$ cat src/design/assert_macros.svh
// assertion helpers
`ifndef ASSERT_MACROS_SVH
`define ASSERT_MACROS_SVH

// prop must hold at every clock edge out of reset
`define FPR_ASSERT(lbl, clk, rst_n, prop, msg) \
	lbl: assert property (@(posedge clk) disable iff (!rst_n) (prop)) else $error(msg);

// cond must never be seen at a clock edge out of reset
`define FPR_NEVER(lbl, clk, rst_n, cond, msg) \
	lbl: assert property (@(posedge clk) disable iff (!rst_n) !(cond)) else $error(msg);

`endif

$ cat src/design/fpr_pkg.sv
package fpr_pkg;

	localparam int MAX_LEN    = 16;
	localparam int ADDR_W     = $clog2(MAX_LEN);
	localparam int FILL_W     = $clog2(MAX_LEN + 1);
	localparam int LEN_W      = 5;
	localparam int IDX_W      = 4;
	localparam int JOBQ_DEPTH = 2;

	localparam logic [7:0] START_BYTE = 8'hAA;

	localparam logic [1:0] ST_IDLE = 2'd0;
	localparam logic [1:0] ST_OK   = 2'd1;
	localparam logic [1:0] ST_ERR  = 2'd2;
	localparam logic [1:0] ST_TMO  = 2'd3;

	typedef struct packed {
		logic [1:0]       status;
		logic [7:0]       command;
		logic [LEN_W-1:0] frame_len;
	} job_t;

endpackage

$ cat src/design/fpr_ram.sv
module fpr_ram #(
	parameter int WIDTH = 8,
	parameter int DEPTH = 16,
	localparam int AW = (DEPTH > 1) ? $clog2(DEPTH) : 1
) (
	input  logic             clk,
	input  logic             we,
	input  logic [AW-1:0]    waddr,
	input  logic [WIDTH-1:0] wdata,
	input  logic             re,
	input  logic [AW-1:0]    raddr,
	output logic [WIDTH-1:0] rdata
);

	logic [WIDTH-1:0] mem_q [DEPTH];
	logic [WIDTH-1:0] rdata_q;

	always_ff @(posedge clk) begin
		if (we) begin
			mem_q[waddr] <= wdata;
		end
		if (re) begin
			rdata_q <= mem_q[raddr];
		end
	end

	assign rdata = rdata_q;

endmodule

$ cat src/design/fpr_front.sv
module fpr_front
	import fpr_pkg::*;
(
	input  logic              clk,
	input  logic              arst_n,
	input  logic              s_tvalid,
	output logic              s_tready,
	input  logic [7:0]        rx_byte,
	input  logic [31:0]       now_ms,
	input  logic              cfg_valid,
	output logic              cfg_ready,
	input  logic [31:0]       cfg_data,
	output logic              job_valid,
	input  logic              job_ready,
	output job_t              job,
	input  logic              run_done,
	output logic              ram_we,
	output logic [ADDR_W-1:0] ram_waddr,
	output logic [7:0]        ram_wdata
);

	localparam logic [2:0] PH_HUNT  = 3'd0;
	localparam logic [2:0] PH_CMD   = 3'd1;
	localparam logic [2:0] PH_LEN   = 3'd2;
	localparam logic [2:0] PH_DATA  = 3'd3;
	localparam logic [2:0] PH_CHECK = 3'd4;

	logic [2:0]        phase_q, phase_d;
	logic [7:0]        cmd_q, cmd_d;
	logic [LEN_W-1:0]  len_q, len_d;
	logic [7:0]        chk_q, chk_d;
	logic [FILL_W-1:0] fill_q, fill_d, fill_inc;
	logic [31:0]       stamp_q, stamp_d;
	logic [31:0]       limit_q;
	logic              busy_q;
	logic [31:0]       gap;
	logic              tmo;
	logic              acc;
	logic              wr;

	assign cfg_ready = 1'b1;
	assign s_tready  = job_ready && !(phase_q == PH_DATA && busy_q);
	assign acc       = s_tvalid && s_tready;
	assign job_valid = acc;
	assign gap       = now_ms - stamp_q;
	assign tmo       = (limit_q != '0) && (phase_q != PH_HUNT) && (gap > limit_q);
	assign fill_inc  = fill_q + FILL_W'(1);

	always_comb begin
		phase_d       = phase_q;
		cmd_d         = cmd_q;
		len_d         = len_q;
		chk_d         = chk_q;
		fill_d        = fill_q;
		stamp_d       = stamp_q;
		job.status    = ST_IDLE;
		job.command   = '0;
		job.frame_len = '0;
		wr            = 1'b0;
		if (tmo) begin
			job.status = ST_TMO;
			chk_d      = '0;
			fill_d     = '0;
			if (rx_byte == START_BYTE) begin
				phase_d = PH_CMD;
				stamp_d = now_ms;
			end else begin
				phase_d = PH_HUNT;
			end
		end else begin
			unique case (phase_q)
				PH_HUNT: begin
					if (rx_byte == START_BYTE) begin
						phase_d = PH_CMD;
						stamp_d = now_ms;
					end
				end
				PH_CMD: begin
					cmd_d   = rx_byte;
					chk_d   = rx_byte;
					phase_d = PH_LEN;
					stamp_d = now_ms;
				end
				PH_LEN: begin
					len_d = rx_byte[LEN_W-1:0];
					if (rx_byte > 8'(MAX_LEN)) begin
						job.status = ST_ERR;
						phase_d    = PH_HUNT;
						chk_d      = '0;
						fill_d     = '0;
					end else begin
						chk_d   = chk_q ^ rx_byte;
						fill_d  = '0;
						phase_d = (rx_byte == 8'd0) ? PH_CHECK : PH_DATA;
						stamp_d = now_ms;
					end
				end
				PH_DATA: begin
					wr      = fill_q < FILL_W'(MAX_LEN);
					fill_d  = fill_inc;
					chk_d   = chk_q ^ rx_byte;
					stamp_d = now_ms;
					if (LEN_W'(fill_inc) >= len_q) begin
						phase_d = PH_CHECK;
					end
				end
				PH_CHECK: begin
					stamp_d = now_ms;
					phase_d = PH_HUNT;
					chk_d   = '0;
					fill_d  = '0;
					if (rx_byte == chk_q) begin
						job.status    = ST_OK;
						job.command   = cmd_q;
						job.frame_len = len_q;
					end else begin
						job.status = ST_ERR;
					end
				end
				default: begin
					phase_d = PH_HUNT;
					chk_d   = '0;
					fill_d  = '0;
				end
			endcase
		end
	end

	assign ram_we    = acc && wr;
	assign ram_waddr = fill_q[ADDR_W-1:0];
	assign ram_wdata = rx_byte;

	always_ff @(posedge clk or negedge arst_n) begin
		if (!arst_n) begin
			phase_q <= PH_HUNT;
			cmd_q   <= '0;
			len_q   <= '0;
			chk_q   <= '0;
			fill_q  <= '0;
			stamp_q <= '0;
			limit_q <= '0;
			busy_q  <= 1'b0;
		end else begin
			if (cfg_valid) begin
				limit_q <= cfg_data;
			end
			if (acc) begin
				phase_q <= phase_d;
				cmd_q   <= cmd_d;
				len_q   <= len_d;
				chk_q   <= chk_d;
				fill_q  <= fill_d;
				stamp_q <= stamp_d;
			end
			if (acc && job.status == ST_OK && job.frame_len != '0) begin
				busy_q <= 1'b1;
			end else if (run_done) begin
				busy_q <= 1'b0;
			end
		end
	end

endmodule

$ cat src/design/fpr_jobq.sv
module fpr_jobq
	import fpr_pkg::*;
(
	input  logic clk,
	input  logic arst_n,
	input  logic push,
	output logic push_ready,
	input  job_t push_job,
	output logic pop_valid,
	input  logic pop,
	output job_t pop_job
);

	localparam int PW = (JOBQ_DEPTH > 1) ? $clog2(JOBQ_DEPTH) : 1;
	localparam int CW = $clog2(JOBQ_DEPTH + 1);

	job_t          slot_q [JOBQ_DEPTH];
	logic [PW-1:0] wp_q, rp_q;
	logic [CW-1:0] cnt_q;
	logic          do_push, do_pop;

	assign push_ready = cnt_q != CW'(JOBQ_DEPTH);
	assign pop_valid  = cnt_q != '0;
	assign pop_job    = slot_q[rp_q];
	assign do_push    = push && push_ready;
	assign do_pop     = pop && pop_valid;

	always_ff @(posedge clk) begin
		if (do_push) begin
			slot_q[wp_q] <= push_job;
		end
	end

	always_ff @(posedge clk or negedge arst_n) begin
		if (!arst_n) begin
			wp_q  <= '0;
			rp_q  <= '0;
			cnt_q <= '0;
		end else begin
			if (do_push) begin
				wp_q <= (wp_q == PW'(JOBQ_DEPTH - 1)) ? '0 : wp_q + PW'(1);
			end
			if (do_pop) begin
				rp_q <= (rp_q == PW'(JOBQ_DEPTH - 1)) ? '0 : rp_q + PW'(1);
			end
			if (do_push && !do_pop) begin
				cnt_q <= cnt_q + CW'(1);
			end else if (do_pop && !do_push) begin
				cnt_q <= cnt_q - CW'(1);
			end
		end
	end

endmodule

$ cat src/design/fpr_back.sv
module fpr_back
	import fpr_pkg::*;
(
	input  logic              clk,
	input  logic              arst_n,
	input  logic              job_valid,
	output logic              job_pop,
	input  job_t              job,
	output logic              ram_re,
	output logic [ADDR_W-1:0] ram_raddr,
	input  logic [7:0]        ram_rdata,
	output logic              run_done,
	output logic              m_tvalid,
	input  logic              m_tready,
	output logic [1:0]        status,
	output logic [7:0]        command,
	output logic [LEN_W-1:0]  frame_len,
	output logic [7:0]        data_byte,
	output logic [IDX_W-1:0]  byte_index,
	output logic              has_data,
	output logic              last
);

`include "assert_macros.svh"

	logic              run_q;
	logic [7:0]        cmd_q;
	logic [LEN_W-1:0]  len_q;
	logic [LEN_W-1:0]  rd_idx_q;
	logic              pend_q;
	logic [IDX_W-1:0]  dix_q;
	logic              out_valid_q;
	logic [1:0]        status_q;
	logic [7:0]        command_q;
	logic [LEN_W-1:0]  frame_len_q;
	logic [7:0]        data_q;
	logic [IDX_W-1:0]  index_q;
	logic              has_q;
	logic              last_q;
	logic              out_free;
	logic              start_run;
	logic              single;
	logic              issue;
	logic              emit;
	logic              emit_last;

	assign out_free  = !out_valid_q || m_tready;
	assign job_pop   = !run_q && job_valid && out_free;
	assign start_run = job_pop && job.status == ST_OK && job.frame_len != '0;
	assign single    = job_pop && !start_run;
	assign issue     = run_q && (rd_idx_q < len_q) && (!pend_q || out_free);
	assign emit      = run_q && pend_q && out_free;
	assign emit_last = emit && (LEN_W'(dix_q) + LEN_W'(1) == len_q);
	assign run_done  = emit_last;

	assign ram_re    = issue;
	assign ram_raddr = rd_idx_q[ADDR_W-1:0];

	always_ff @(posedge clk or negedge arst_n) begin
		if (!arst_n) begin
			run_q       <= 1'b0;
			rd_idx_q    <= '0;
			pend_q      <= 1'b0;
			out_valid_q <= 1'b0;
		end else begin
			if (start_run) begin
				run_q    <= 1'b1;
				rd_idx_q <= '0;
				pend_q   <= 1'b0;
			end else begin
				if (emit_last) begin
					run_q <= 1'b0;
				end
				if (issue) begin
					rd_idx_q <= rd_idx_q + LEN_W'(1);
					pend_q   <= 1'b1;
				end else if (emit) begin
					pend_q <= 1'b0;
				end
			end
			if (single || emit) begin
				out_valid_q <= 1'b1;
			end else if (m_tready) begin
				out_valid_q <= 1'b0;
			end
		end
	end

	always_ff @(posedge clk) begin
		if (start_run) begin
			cmd_q <= job.command;
			len_q <= job.frame_len;
		end
		if (issue) begin
			dix_q <= rd_idx_q[IDX_W-1:0];
		end
		if (single) begin
			status_q    <= job.status;
			command_q   <= job.command;
			frame_len_q <= job.frame_len;
			data_q      <= '0;
			index_q     <= '0;
			has_q       <= 1'b0;
			last_q      <= 1'b1;
		end else if (emit) begin
			status_q    <= ST_OK;
			command_q   <= cmd_q;
			frame_len_q <= len_q;
			data_q      <= ram_rdata;
			index_q     <= dix_q;
			has_q       <= 1'b1;
			last_q      <= emit_last;
		end
	end

	assign m_tvalid   = out_valid_q;
	assign status     = status_q;
	assign command    = command_q;
	assign frame_len  = frame_len_q;
	assign data_byte  = data_q;
	assign byte_index = index_q;
	assign has_data   = has_q;
	assign last       = last_q;

	`FPR_ASSERT(a_done_ends_run, clk, arst_n, run_done |=> !run_q, "run still active after done")
	`FPR_ASSERT(a_idx_in_range, clk, arst_n, run_q |-> (rd_idx_q <= len_q), "read index past length")
	`FPR_NEVER(a_pend_no_read, clk, arst_n, run_q && pend_q && rd_idx_q == '0, "pending data never read")

endmodule

$ cat src/design/framed_packet_receiver_xor_checksum.sv
// Status words pass through the job queue and the output register; a good frame's
//   payload words follow its checksum byte, 1 word per cycle while m_tready is high.
// Throughput: 1 byte per cycle while the job queue has room; payload bytes of the next
//   frame wait until the previous frame's run (up to 16 RAM words) has drained.
// Reset: parser returns to start-byte hunt, timeout_limit and stamps clear, queues empty;
//   the payload RAM is not cleared.
module framed_packet_receiver_xor_checksum
	import fpr_pkg::*;
(
	input  logic        clk,
	input  logic        arst_n,
	input  logic        s_tvalid,
	output logic        s_tready,
	input  logic [39:0] s_tdata,   // rx_byte[7:0], now_ms[39:8]
	input  logic        cfg_valid,
	output logic        cfg_ready,
	input  logic [31:0] cfg_data,
	output logic        m_tvalid,
	input  logic        m_tready,
	output logic [31:0] m_tdata,   // command[7:0], frame_len[12:8], data_byte[20:13],
	                               // byte_index[24:21], zero[31:25]
	output logic [2:0]  m_tuser,   // status[1:0], has_data[2]
	output logic        m_tlast
);

	logic              push, push_ready, pop_valid, pop;
	job_t              push_job, pop_job;
	logic              run_done;
	logic              ram_we, ram_re;
	logic [ADDR_W-1:0] ram_waddr, ram_raddr;
	logic [7:0]        ram_wdata, ram_rdata;
	logic [1:0]        status;
	logic [7:0]        command;
	logic [LEN_W-1:0]  frame_len;
	logic [7:0]        data_byte;
	logic [IDX_W-1:0]  byte_index;
	logic              has_data;

	fpr_front u_front (
		.clk       (clk),
		.arst_n    (arst_n),
		.s_tvalid  (s_tvalid),
		.s_tready  (s_tready),
		.rx_byte   (s_tdata[7:0]),
		.now_ms    (s_tdata[39:8]),
		.cfg_valid (cfg_valid),
		.cfg_ready (cfg_ready),
		.cfg_data  (cfg_data),
		.job_valid (push),
		.job_ready (push_ready),
		.job       (push_job),
		.run_done  (run_done),
		.ram_we    (ram_we),
		.ram_waddr (ram_waddr),
		.ram_wdata (ram_wdata)
	);

	fpr_jobq u_jobq (
		.clk        (clk),
		.arst_n     (arst_n),
		.push       (push),
		.push_ready (push_ready),
		.push_job   (push_job),
		.pop_valid  (pop_valid),
		.pop        (pop),
		.pop_job    (pop_job)
	);

	fpr_ram #(
		.WIDTH (8),
		.DEPTH (MAX_LEN)
	) u_payload (
		.clk   (clk),
		.we    (ram_we),
		.waddr (ram_waddr),
		.wdata (ram_wdata),
		.re    (ram_re),
		.raddr (ram_raddr),
		.rdata (ram_rdata)
	);

	fpr_back u_back (
		.clk        (clk),
		.arst_n     (arst_n),
		.job_valid  (pop_valid),
		.job_pop    (pop),
		.job        (pop_job),
		.ram_re     (ram_re),
		.ram_raddr  (ram_raddr),
		.ram_rdata  (ram_rdata),
		.run_done   (run_done),
		.m_tvalid   (m_tvalid),
		.m_tready   (m_tready),
		.status     (status),
		.command    (command),
		.frame_len  (frame_len),
		.data_byte  (data_byte),
		.byte_index (byte_index),
		.has_data   (has_data),
		.last       (m_tlast)
	);

	assign m_tdata = {7'd0, byte_index, data_byte, frame_len, command};
	assign m_tuser = {has_data, status};

endmodule

$ cat config.mk
export PLATFORM = sky130hd
export DESIGN_NAME = framed_packet_receiver_xor_checksum
export DESIGN_NICKNAME = d
export VERILOG_FILES = /design/src/design/fpr_pkg.sv /design/src/design/fpr_ram.sv /design/src/design/fpr_front.sv /design/src/design/fpr_jobq.sv /design/src/design/fpr_back.sv /design/src/design/framed_packet_receiver_xor_checksum.sv
export VERILOG_INCLUDE_DIRS = /design/src /design/src/design
export SDC_FILE = /design/constraint.sdc
export NUM_CORES = 1
export LEC_CHECK = 0
export ABC_AREA = 1
export BUFFER_PORTS_ARGS = -buffer_cell sky130_fd_sc_hd__buf_2
export CORE_MARGIN = 2
export CORE_UTILIZATION = 36
export DETAILED_ROUTE_END_ITERATION = 16
export HOLD_SLACK_MARGIN = 0.08
export PLACE_DENSITY_LB_ADDON = 0.12
export SYNTH_ARGS = -nofsm -noshare
export SYNTH_HDL_FRONTEND = slang
export SYNTH_SLANG_ARGS = --single-unit
$ cat constraint.sdc
create_clock -name clk -period 7.6 [get_ports clk]
set_input_delay 1.14 -clock clk [delete_from_list [all_inputs] [get_ports clk]]
set_output_delay 1.14 -clock clk [all_outputs]
set_load 0.005 [all_outputs]
==> results of run 1 <==
-- metrics by stage --
stage / cells / hold slack, ns / util [%] / power [W] / area, sq um
final: 2666 / 0.458 / 41.4 / 0.00747 / 19400
after global routing: 2666 / 0.477 / 41.4 / 0.00810 / 19400
after CTS: 2666 / 0.461 / 41.4 / 0.00757 / 19400
after detailed placement: 2596 / 0.450 / 38.9 / 0.00579 / 18200
after global placement: 2596 / 0.443 / 38.9 / 0.00571 / 18200
after floorplan: 1944 / 0.448 / - / 0.00488 / 17200
-- layer usage --
metal / wire length (microns) / vias up / track usage [%]
met1: 20900 / 6125 / 25.2
li1: - / 6628 / -
met4: 1160 / 0 / 5.88
met2: 19600 / 292 / 27.3
met5: 0 / - / 0
met3: 2010 / 77 / 2.90
-- state kept, by name, summed over array words and instances (netlist names), 2 cells and up --
signal             cells
u_front.limit_q       32
u_back.data_byte       8
u_payload.mem_q      128
u_back.dix_q           4
u_jobq.cnt_q           2
u_front.len_q          5
u_back.rd_idx_q        5
u_back.frame_len       5
u_front.chk_q          8
u_payload.rdata        8
u_back.command         8
u_back.len_q           5
u_front.fill_q         5
u_front.cmd_q          8
u_back.byte_index      4
u_back.cmd_q           8
u_back.status          2
u_front.stamp_q       32
u_jobq.slot_q         30
u_front.phase_q        3
-- cells in the mapped netlist, types with 3 or more instances --
cell type / n / area (sq um)
ha_1: 79 / 988
xnor2_1: 13 / 114
inv_1: 205 / 769
o211ai_1: 8 / 60.1
nand3_1: 56 / 280
a21o_1: 5 / 37.5
o21ai_0: 139 / 696
clkbuf_1: 25 / 93.8
a31oi_1: 3 / 18.8
o21a_1: 5 / 37.5
a21oi_1: 75 / 375
nand2_2: 7 / 43.8
nor2_1: 163 / 612
buf_6: 8 / 90.1
nand2_1: 542 / 2030
edfxtp_1: 198 / 5950
buf_2: 25 / 125
o21ai_1: 51 / 255
inv_2: 11 / 41.3
o32ai_1: 20 / 175
nand4_1: 20 / 125
xor2_1: 28 / 245
a21boi_0: 3 / 22.5
dfxtp_1: 14 / 280
dfrtp_1: 106 / 2650
mux2_2: 8 / 90.1
clkinv_1: 4 / 15.0
nor2_2: 4 / 25.0
nor3_1: 22 / 110
buf_1: 8 / 30.0
mux2i_1: 13 / 130
o21ai_2: 23 / 201
o221ai_1: 14 / 123
buf_4: 13 / 97.6
-- worst min-delay path, delay by kind of cell, from the launching register on --
kind,cells,cell delay [ns]
flip-flops,1,0.31
AO/OA/AOI/OAI,1,0.05
AND/OR/NAND/NOR,1,0.06
-- cells in the final DEF (no fill, tap or decap), types with 10 or more instances in the layout --
cell,netlist,final
o221ai_1,14,14
clkbuf_1,25,15
nand3_1,56,56
o21ai_1,51,51
nand2_1,542,542
nor3_1,22,21
dfrtp_1,106,104
xor2_1,28,28
nor2_1,163,163
clkbuf_16,0,38
inv_1,205,205
nand4_1,20,20
clkinv_1,4,10
dfxtp_1,14,14
edfxtp_1,198,198
xnor2_1,13,13
a21oi_1,75,75
buf_4,13,18
o32ai_1,20,20
buf_2,25,106
ha_1,79,79
inv_2,11,11
mux2i_1,13,13
o21ai_2,23,23
o21ai_0,139,139
-- final cells by class --
| cell class | count | area share, % |
|---|---|---|
| clock buffer | 57 | 5.49 |
| clock inverter | 13 | 0.666 |
| inverter | 220 | 4.27 |
| multi-input combinational | 1327 | 36.3 |
| sequential | 318 | 45.9 |
| tap | 607 | 3.92 |
| timing repair buffer | 124 | 3.44 |
-- worst paths after layout --
path                                                     endpoint  cells past startpoint  slack (ns)
worst max-delay path                u_jobq.slot_q[1][5]$_DFFE_PP_                     23        2.11
worst min-delay path            u_back.byte_index[3]$_SDFFE_PP0P_                      2        0.46
worst max register to register      u_jobq.slot_q[1][5]$_DFFE_PP_                     22        2.48
worst min register to register  u_back.byte_index[3]$_SDFFE_PP0P_                      2        0.46
max in group asynchronous           u_front.fill_q[0]$_DFFE_PN0P_                      2        6.06
min in group asynchronous         u_front.stamp_q[11]$_DFFE_PN0P_                      1        0.51
-- power by group --
group / switching (W) / total [W] / internal [W]
combinational: 0.00217 / 0.00326 / 0.00109
clock: 0.000734 / 0.00174 / 0.00101
sequential: 0.000200 / 0.00246 / 0.00226
total: 0.00311 / 0.00747 / 0.00436
-- cells by family after synthesis --
logic type | share of synthesized area, %
buffers and inverters | 7.36
muxes | 1.28
and+or+nand+nor | 19.5
DFF | 51.8
AOI/OAI and AO/OA | 12.1
adders and majority gates | 5.88
xor gates and xnor gates | 2.09
other | 0.0438
==> results.md, run 1 <==
- Root Buffer: clkbuf_16
- Clk_skew: 0.0243 ns
- CTS tree: built
- Mapped Area: 17100 sq um
- Post-Syn Instances: 1938
- Via/cell ratio: 4.92
- Clk slew on worst S/H paths: 0.06 ns
- Min-delay src: u_back.byte_index[3]$_SDFFE_PP0P_
- CP most frequent cell: nand2_1
- Fraction of layout cells with a size suffix above 1: 11.6%
- Final setup margin: 2.11 ns
- Die width: 222 microns
- Pre-CTS setup slack: 1.48 ns
- F_max: 182 MHz
- Number of synthesized flops with an enable pin: 198
- Vias in the first global route: 12392
- CP max FO: 45
- Crit end category: flip-flop
- CTS hold repair buffers: 0
- GPL Wtd Cong: 0.838
- Row Count: 79
- CP Data Required Time: 7.94 ns
- Netlist cell types: 48
- Critical path startpoint: s_tdata[8]
- Initial DRC count: 800
- PortBufs: 107
- Critical path class: input pin to flip-flop
- Final cycle utilization of the critical path: 72.2%
- Worst path bufs/invs: 5
- Leak: 8.38 nW
- Layout area overhead: 12.9%
- Wirelength, routed: 43700 microns
- Clock insertion delay at the later pin of the skew report: 0.57 ns
- Inserted Clock Buffers: 38
- Layout fillers: 4670
- VDD IR-drop max: 174 uV
- Io pins: 116
- Gr ovfl total: 0
- Crit path DAT: 5.83 ns
- #FFs+latches synth: 318
- Area of the multi-input gates: 7030 sq um
- Vias: 13122
- Max Cap Violations: 0
- Initial Util: 36.7%
- RSZ-0062 raised after global routing: no
- Htree depth: 2
- Final Critical Period: 5.49 ns
- Yosys synthesis warning count: 0
- DIE AREA: 49400 sq um
- Setup Viol. Count Final: 0
- CP Cell Sequence: buf_2 -> inv_1 -> ha_1 -> inv_1 -> fa_1 -> nand3_1 -> nand2_1 -> a21oi_1 -> o21ai_0 -> a21oi_1 -> o21ai_0 -> nand2_1 -> nand2_1 -> ha_1 -> nand4_1 -> nor3_2 -> nand3_1 -> nor2_1 -> nor2_1 -> nand2_2 -> buf_4 -> inv_2 -> nor3_1
- Largest net degree at the start of global routing: 70
- Antenna violations before repair: 0
- DRC violations left: 0
- Crit path largest cell delay: 0.54 ns
- Crit start category: input pin
- Hold Violations, Final: 0
- Crit path max-delay family: simple AND/OR/NAND/NOR gates
- Post-route antenna net violation count: 0
- Antenna Diode Count: 0
- Max Root-Sink Buffers: 3
- Async SR Flop Fraction: 33.3%
- RR Startpoint: u_front.stamp_q[2]$_DFFE_PN0P_
- Slew @ Worst Pin: 1.35 ns
- Clk sinks: 318
- DP HPWL: 30100 microns
- Setup TNS: 0 ns
- Post-CTS Setup Inserts: 0
- Worst slew margin relative to its limit: 9.12%
- Hold WC Path Type: flip-flop to flip-flop
- Sequential Area: 8880 sq um
- Register area share after synthesis: 51.8%
- Die H: 222 microns
- Pwr dens: 386 nW/um^2
- Core ar.: 46800 sq um
- Synth Flop Type: edfxtp_1
- Average wire per standard cell: 16.4 microns
- Avg Cell Area, Syn: 8.85 sq um
- Fin. max-slew vios: 0
- Drt pass-1 iters: 7
- GRT Util Overall: 17.7%
- Slowest CP cell: buf_4
- Nets: 2186
- Status: completed
- Global-route wire length before repair: 68900 microns
- Post-CTS sizing: 0
Note: power is estimated with default switching activity, not from simulation.
==> run 2, diff against run 1 <==
- clock period: 7.6 -> 4.6 ns (I/O delays scaled with it)
==> run 2 against run 1 <==
Count of clock-buffer cells in the layout fell by 5. Non-clock buffer count rose by 33. Total power rose by 70%. Utilization rose by 0.66 points. Global-route usage rose by 0.50 points. Combinational power rose by 71%. Sequential power rose by 67%. Worst hold slack got worse by 0.32 ns. Clock power rose by 72%. Final cell count rose by 1.2%. Sequential share of layout area fell by 0.72 points. Critical endpoint is now u_front.len_q[1]$_DFFE_PN0P_. Largest cell class unchanged. Largest power group unchanged. Highest routed layer unchanged.
==> results.md, run 2 (synthesis gave the netlist of run 1 again) <==
- Via/cell ratio: 4.94 (was 4.92)
- Crit end category: flip-flop (unchanged)
- VDD IR-drop max: 322 uV (was 174 uV)
- GPL Wtd Cong: 0.880 (was 0.838)
- Final setup margin: 0.413 ns (was 2.11 ns)
- Die width: 222 microns (unchanged)
- CTS tree: built (unchanged)
- DP HPWL: 31700 microns (was 30100 microns)
- Max Cap Violations: 0 (unchanged)
- Antenna Diode Count: 0 (unchanged)
- Drt pass-1 iters: 5 (was 7)
- Io pins: 116 (unchanged)
- Nets: 2219 (was 2186)
- Leak: 8.57 nW (was 8.38 nW)
- RR Startpoint: u_front.stamp_q[0]$_DFFE_PN0P_ (was u_front.stamp_q[2]$_DFFE_PN0P_)
- Pwr Total: 0.0127 W (was 0.00747 W)
- F_max: 239 MHz
- Global-route wire length before repair: 70700 microns (was 68900 microns)
- CP max FO: 17 (was 45)
- Wirelength, routed: 45100 microns (was 43700 microns)
- Critical path startpoint: u_front.stamp_q[0]$_DFFE_PN0P_ (was s_tdata[8])
- Gr ovfl total: 0 (unchanged)
- Root Buffer: clkbuf_16 (unchanged)
- Crit path max-delay family: simple AND/OR/NAND/NOR gates (unchanged)
- Initial DRC count: 865 (was 800)
- Htree depth: 2 (unchanged)
- Layout area overhead: 14.7% (was 12.9%)
- Fin. max-slew vios: 0 (unchanged)
- Most frequent cells in the layout: nand2_1, inv_1, edfxtp_1 (unchanged)
- DRC violations left: 0 (unchanged)
- DIE AREA: 49400 sq um (unchanged)
- Largest net degree at the start of global routing: 69 (was 70)
- Crit path largest cell delay: 0.40 ns (was 0.54 ns)
- Pwr dens: 644 nW/um^2 (was 386 nW/um^2)
- Biggest regs: u_payload.mem_q x128, u_front.limit_q x32, u_front.stamp_q x32 (unchanged)
- Critical path class: flip-flop to flip-flop (was input pin to flip-flop)
- Setup Viol. Count Final: 0 (unchanged)
- Slew @ Worst Pin: 0.924 ns (was 1.35 ns)
- Commonest non-fill, non-tap cell in the layout: nand2_1 (unchanged)
- PortBufs: 107 (unchanged)
- Core ar.: 46800 sq um (unchanged)
- Average wire per standard cell: 16.7 microns (was 16.4 microns)
- Status: completed (unchanged)
- Top reg by flops: u_payload.mem_q (unchanged)
- Vias in the first global route: 12892 (was 12392)
- GRT Util Overall: 18.2% (was 17.7%)
- Initial Util: 36.7% (unchanged)
- WHS: 0.137 ns (was 0.458 ns)
- Slowest CP cell: fa_1 (was buf_4)
- Pre-CTS setup slack: -0.0753 ns (was 1.48 ns)
- CP Data Required Time: 5.02 ns (was 7.94 ns)
- Final Critical Period: 4.19 ns
- Setup TNS: 0 ns (unchanged)
- Hold Violations, Final: 0 (unchanged)
- CTS hold repair buffers: 0 (unchanged)
- Hold WC Path Type: input pin to asynchronous set/reset pin (was flip-flop to flip-flop)
- Worst path bufs/invs: 2 (was 5)
- RSZ-0062 raised after global routing: no (unchanged)
- Crit path DAT: 4.61 ns (was 5.83 ns)
- Crit start category: flip-flop (was input pin)
- Vias: 13324 (was 13122)
- Die H: 222 microns (unchanged)
- Worst slew margin relative to its limit: 38.4% (was 9.12%)
- Max Root-Sink Buffers: 3 (unchanged)
- Post-route antenna net violation count: 0 (unchanged)
- Antenna violations before repair: 0 (unchanged)
- Final cycle utilization of the critical path: 91.0%
- Clk slew on worst S/H paths: 0.06 ns (about the same)
- Clock insertion delay at the later pin of the skew report: 0.56 ns (was 0.57 ns)
- Clk sinks: 318 (unchanged)
- Fraction of layout cells with a size suffix above 1: 13.3% (was 11.6%)
- Layout fillers: 4628 (was 4670)
- Largest register FFs: 128 (unchanged)
- Clk_skew: 0.0207 ns (was 0.0243 ns)
- Row Count: 79 (unchanged)
- Inserted Clock Buffers: 38 (unchanged)
- CP Cell Sequence: ha_1 -> inv_1 -> fa_1 -> nand3_1 -> nand2_1 -> nand3_1 -> nand3_1 -> a21oi_1 -> o21ai_0 -> nand2_1 -> nand2_1 -> nor2_1 -> nor2_1 -> ha_1 -> nand4_1 -> nor3_2 -> nand3_1 -> nor2_1 -> nor2_1 -> nand2_2 -> buf_4 -> nand2_2 -> nor2_2 -> o21ai_0 (was buf_2 -> inv_1 -> ha_1 -> inv_1 -> fa_1 -> nand3_1 -> nand2_1 -> a21oi_1 -> o21ai_0 -> a21oi_1 -> o21ai_0 -> nand2_1 -> nand2_1 -> ha_1 -> nand4_1 -> nor3_2 -> nand3_1 -> nor2_1 -> nor2_1 -> nand2_2 -> buf_4 -> inv_2 -> nor3_1)
==> run 2: changes by cell type in the layout (fill, tap and decap cells not counted), sizes merged <==
cell and change:
clkinvlp +2, clkbuf -5, clkinv +1, bufinv +2, buf +33
==> run 2: final timing paths <==
path / to / slack (ns) / depth (start not counted)
worst min register to register: u_back.last$_SDFFE_PP1P_ / 0.46 / 2
worst max register to register: u_front.len_q[1]$_DFFE_PN0P_ / 0.41 / 24
max in group asynchronous: u_back.rd_idx_q[1]$_DFFE_PN0P_ / 3.60 / 2
min in group clk: u_front.limit_q[7]$_DFFE_PN0P_ / 0.34 / 3
worst min-delay path: u_front.stamp_q[7]$_DFFE_PN0P_ / 0.14 / 1
worst max-delay path: u_front.len_q[1]$_DFFE_PN0P_ / 0.41 / 24
==> run 2: area by class of cell <==
class / count / area, sq um / area share (%)
Sequential cell: 318 / 8880 / 45.2
Tap cell: 607 / 759 / 3.86
Clock buffer: 52 / 1030 / 5.26
Inverter: 220 / 826 / 4.20
Multi-Input combinational cell: 1327 / 7040 / 35.8
Clock inverter: 18 / 188 / 0.954
Timing Repair Buffer: 157 / 938 / 4.77
==> run 2: timing repair <==
action                     in CTS  in global routing
hold endpoints to repair        0                  0
buffers inserted                0                  0
setup endpoints to repair       0                 30
gates resized for setup         0                  1
==> run 2: worst register-to-register path, stage by stage (launching register included) <==
cell and delay [ns]:
dfrtp_1 0.38, ha_1 0.16, inv_1 0.06, fa_1 0.40, nand3_1 0.10, nand2_1 0.10, nand3_1 0.08, nand3_1 0.10
a21oi_1 0.28, o21ai_0 0.22, nand2_1 0.10, nand2_1 0.06, nor2_1 0.09, nor2_1 0.06, ha_1 0.26, nand4_1 0.10
nor3_2 0.15, nand3_1 0.12, nor2_1 0.11, nor2_1 0.07, nand2_2 0.23, buf_4 0.29, nand2_2 0.12, nor2_2 0.28
o21ai_0 0.13
==> run 2: report_power, final <==
group	leakage, nW	switching [W]	internal (W)
clock network	0.591	0.00123	0.00176
logic	4.72	0.00363	0.00193
registers	3.26	0.000372	0.00373
==> run 2: metrics by stage <==
step | util [%] | instance area (sq um) | instances
5_1_grt | 42.1 | 19700 | 2699
2_1_floorplan | - | 17200 | 1944
6_report | 42.1 | 19700 | 2699
3_3_place_gp | 39.4 | 18400 | 2629
3_5_place_dp | 39.4 | 18400 | 2629
4_1_cts | 42.1 | 19700 | 2699
==> run 2: layer usage <==
metal / wire length, microns / share of wire, % / global-route usage [%]
met1: 21300 / 47 / 25.3
met2: 20300 / 45 / 28.5
met3: 2330 / 5.2 / 3.43
met4: 1150 / 2.6 / 5.84
met5: 0 / 0 / 0
==> run 3, diff against run 2 <==
- ABC_AREA: 1 -> unset
==> run 3 against run 2 <==
The run now ends with setup timing left. Sequential power increased by 2%. Non-clock buffer count increased by 69. Synthesized cell count decreased by 37%. Critical path depth unchanged. Combinational power increased by 2%. Clock power about the same. Count of clock-buffer cells in the layout unchanged. First-iteration DRC count decreased by 48%. Utilization increased by 4.2 points. Critical endpoint is now u_payload.mem_q[4][4]$_DFFE_PP_.
==> results.md, run 3 <==
- Status: finished with violations (was completed)
- Failing checks: setup timing
- Flop pwr share: 32.5% (was 32.4%)
- Via/cell ratio: 4.96 (was 4.94)
- Die width: 210 microns (was 222 microns)
- Most frequent cells in the layout: edfxtp_1, nand2_1, buf_2 (was nand2_1, inv_1, edfxtp_1)
- Biggest regs: u_payload.mem_q x128, u_front.limit_q x32, u_front.stamp_q x32 (unchanged)
- Synth Area in Compound Gates: 8.80% (was 12.1%)
- Worst path bufs/invs: 4 (was 2)
- Sw Pwr: 0.00439 W (was 0.00524 W)
- Post-Syn Instances: 1212 (was 1938)
- Core ar.: 41900 sq um (was 46800 sq um)
- Inserted Clock Buffers: 38 (unchanged)
- Post-synthesis mux area share: 11.1% (was 1.28%)
- Top reg by flops: u_payload.mem_q (unchanged)
- Worst slew margin relative to its limit: 33.0% (was 38.4%)
- Avg Cell Area, Syn: 12.6 sq um (was 8.85 sq um)
- DRC violations left: 0 (unchanged)
- Netlist cell types: 64 (was 48)
- Crit path DAT: 5.09 ns (was 4.61 ns)
- Switching Share: 34.1% (was 41.4%)
- Dpl cell area: 17400 sq um (was 18400 sq um)
- Final cycle utilization of the critical path: 105% (was 91.0%)
- F_max: 207 MHz (was 239 MHz)
- Leak: 7.95 nW (was 8.57 nW)
- Clk sinks: 318 (unchanged)
- Setup Viol. Count Final: 207 (was 0)
- Vias in the first global route: 10206 (was 12892)
- Main combinational cell family by area after synthesis: multiplexers (was simple AND/OR/NAND/NOR gates)
- DIE AREA: 44200 sq um (was 49400 sq um)
- Largest net degree at the start of global routing: 64 (was 69)
- Most numerous cell in the Yosys netlist: edfxtp_1 (was nand2_1)
- GPL Wtd Cong: 0.788 (was 0.880)
- Antenna Diode Count: 0 (unchanged)
- Yosys synthesis warning count: 0 (unchanged)
- Register area share after synthesis: 58.0% (was 51.8%)
- Wirelength, routed: 36000 microns (was 45100 microns)
- Setup TNS: -33.39 ns (was 0 ns)
- RSZ-0062 raised after global routing: yes (was no)
- Max Cap Violations: 0 (unchanged)
- Gr ovfl total: 0 (unchanged)
- Critical path class: flip-flop to flip-flop (unchanged)
- CP Data Required Time: 4.86 ns (was 5.02 ns)
- Root Buffer: clkbuf_16 (unchanged)
- Vias: 9952 (was 13324)
- Mapped Area: 15300 sq um (was 17100 sq um)
- Fraction of layout cells with a size suffix above 1: 32.1% (was 13.3%)
- Simple-gate share of the synthesized area: 8.80% (was 19.5%)
- Crit path largest cell delay: 0.42 ns (was 0.40 ns)
- Post-route antenna net violation count: 0 (unchanged)
- Clk slew on worst S/H paths: 0.05 ns (was 0.06 ns)
- Largest register FFs: 128 (unchanged)
- VDD IR-drop max: 364 uV (was 322 uV)
- Antenna violations before repair: 0 (unchanged)
- Cell taking the most area after synthesis: edfxtp_1 (unchanged)
- Io pins: 116 (unchanged)
- Layout area overhead: 26.8% (was 14.7%)
- Row Count: 75 (was 79)
- Post-synthesis adder-cell area fraction: 6.59% (was 5.88%)
- Pwr dens: 664 nW/um^2 (was 644 nW/um^2)
- Crit end category: flip-flop (unchanged)
- DP HPWL: 24900 microns (was 31700 microns)
- Clock insertion delay at the later pin of the skew report: 0.55 ns (was 0.56 ns)
- GRT Util Overall: 16.7% (was 18.2%)
- Post-synth top area share: 38.9% (was 34.7%)
- Global-route wire length before repair: 57400 microns (was 70700 microns)
- CP Cell Sequence: inv_1 -> ha_1 -> a21oi_1 -> o21ai_1 -> a221oi_4 -> o31ai_4 -> buf_4 -> a31oi_2 -> o21ai_1 -> a31o_2 -> a21oi_2 -> xnor2_1 -> ha_2 -> a21o_1 -> a211oi_2 -> o211ai_1 -> a21oi_2 -> a211oi_2 -> o31ai_4 -> buf_6 -> nand2_4 -> or3_4 -> nor2_4 -> buf_12 (was ha_1 -> inv_1 -> fa_1 -> nand3_1 -> nand2_1 -> nand3_1 -> nand3_1 -> a21oi_1 -> o21ai_0 -> nand2_1 -> nand2_1 -> nor2_1 -> nor2_1 -> ha_1 -> nand4_1 -> nor3_2 -> nand3_1 -> nor2_1 -> nor2_1 -> nand2_2 -> buf_4 -> nand2_2 -> nor2_2 -> o21ai_0)
- Pre-CTS setup slack: -0.949 ns (was -0.0753 ns)
- CTS tree: built (unchanged)
- Hold Violations, Final: 0 (unchanged)
- Async SR Flop Fraction: 33.3% (unchanged)
- Htree depth: 2 (unchanged)
- Crit path max-delay family: compound AO/OA/AOI/OAI gates (was simple AND/OR/NAND/NOR gates)
- Initial Util: 36.5% (was 36.7%)
- Average wire per standard cell: 17.9 microns (was 16.7 microns)
- Final Critical Period: 4.83 ns (was 4.19 ns)
- Clk network pwr share: 23.4% (was 23.6%)
- Slowest CP cell: or3_4 (was fa_1)
- Fin. max-slew vios: 0 (unchanged)
- PortBufs: 107 (unchanged)
- Synth Flop Type: edfxtp_1 (unchanged)
- Nets: 1594 (was 2219)
- Clk_skew: 0.0124 ns (was 0.0207 ns)
- Final setup margin: -0.233 ns (was 0.413 ns)
- Commonest non-fill, non-tap cell in the layout: edfxtp_1 (was nand2_1)
- Post-Synth XOR/XNOR Area: 2.92% (was 2.09%)
- Die H: 210 microns (was 222 microns)
- Number of synthesized flops with an enable pin: 198 (unchanged)
- Design area: 19400 sq um (was 19700 sq um)
- Max Root-Sink Buffers: 3 (unchanged)
- Initial DRC count: 448 (was 865)
- Crit start category: flip-flop (unchanged)
- Internal power: 0.00850 W (was 0.00742 W)
- Top post-synthesis cells by area: edfxtp_1, dfrtp_1, ha_1 (was edfxtp_1, dfrtp_1, nand2_1)
- #FFs+latches synth: 318 (unchanged)
- Combinational share of power: 44.1% (was 43.9%)
- Synth top cells by count: edfxtp_1, nand2_1, dfrtp_1 (was nand2_1, inv_1, edfxtp_1)
- Drt pass-1 iters: 5 (unchanged)
- Slew @ Worst Pin: 1.01 ns (was 0.924 ns)
- CP max FO: 8 (was 17)
- Utilization after layout: 46.3% (was 42.1%)
- Hold WC Path Type: input pin to asynchronous set/reset pin (unchanged)
-- run 3: cell count changes in the layout (fill, tap and decap cells not counted), sizes merged, moves of 13 or more --
cell,before,now
inv,218,94
mux4,0,40
a21oi,75,50
o221ai,14,1
o21ai,213,83
mux2,8,67
xnor2,13,26
buf,157,224
nand3,56,15
nand2,549,125
and2,0,14
o32ai,20,0
nor2,169,54
a21o,5,21
-- run 3: final cells by class --
| cell class | count | area, sq um |
|---|---|---|
| clock inverter | 18 | 179 |
| clock buffer | 52 | 1080 |
| inverter | 92 | 348 |
| fill | 3807 | 22500 |
| sequential | 318 | 8880 |
| tap | 539 | 674 |
| multi-input combinational | 761 | 6550 |
| timing repair buffer | 226 | 1690 |
-- run 3: worst paths after layout --
kind | start | endpoint | slack, ns | cells after the start
worst max-delay path | u_front.stamp_q[9]$_DFFE_PN0P_ | u_payload.mem_q[4][4]$_DFFE_PP_ | -0.23 | 24
max in group asynchronous | arst_n | u_back.rd_idx_q[0]$_DFFE_PN0P_ | 3.50 | 2
worst max register to register | u_front.stamp_q[9]$_DFFE_PN0P_ | u_payload.mem_q[4][4]$_DFFE_PP_ | -0.23 | 24
worst min register to register | u_back.data_byte[2]$_SDFFE_PP0P_ | u_back.data_byte[2]$_SDFFE_PP0P_ | 0.45 | 2
min in group clk | cfg_data[25] | u_front.limit_q[25]$_DFFE_PN0P_ | 0.35 | 3
worst min-delay path | arst_n | u_front.limit_q[12]$_DFFE_PN0P_ | 0.10 | 1
-- run 3: power by group through the flow --
stage	Combinational (W)	Clock, W	Sequential (W)
floorplan	0.00368	0	0.00405
global placement	0.00514	0	0.00424
detailed placement	0.00517	0	0.00424
CTS	0.00550	0.00311	0.00419
global route	0.00635	0.00322	0.00428
finish	0.00568	0.00302	0.00419
-- run 3: kinds of logic after synthesis --
logic type,count (synthesis)
compound gates,219
xor+xnor,51
fa+ha+maj,80
buf+inv,140
flops,318
mux,111
other cells,2
simple gates,291
-- run 3: timing repair --
action | CTS | global route
setup buffers | 12 | 8
endpoints found under the setup margin | 212 | 217
hold buffers | 0 | 0
pin swaps | 31 | 13
gates resized for setup | 55 | 43
hold endpoints to repair | 0 | 0
gates cloned | 2 | 3
-- run 3: routing by layer --
metal  track usage [%]  share of wire, %
met5                 0                 0
met4              5.04               1.9
met3              2.71               3.7
met2              27.8                48
met1              22.6                46
-- run 3: per-stage QoR --
step | std cells | hold WS (ns) | total power [W]
4_1_cts | 1998 | 0.0998 | 0.0128
6_report | 2006 | 0.100 | 0.0129
5_1_grt | 2006 | 0.125 | 0.0139
3_3_place_gp | 1914 | 0.438 | 0.00938
3_5_place_dp | 1914 | 0.444 | 0.00941
2_1_floorplan | 1218 | 0.394 | 0.00773
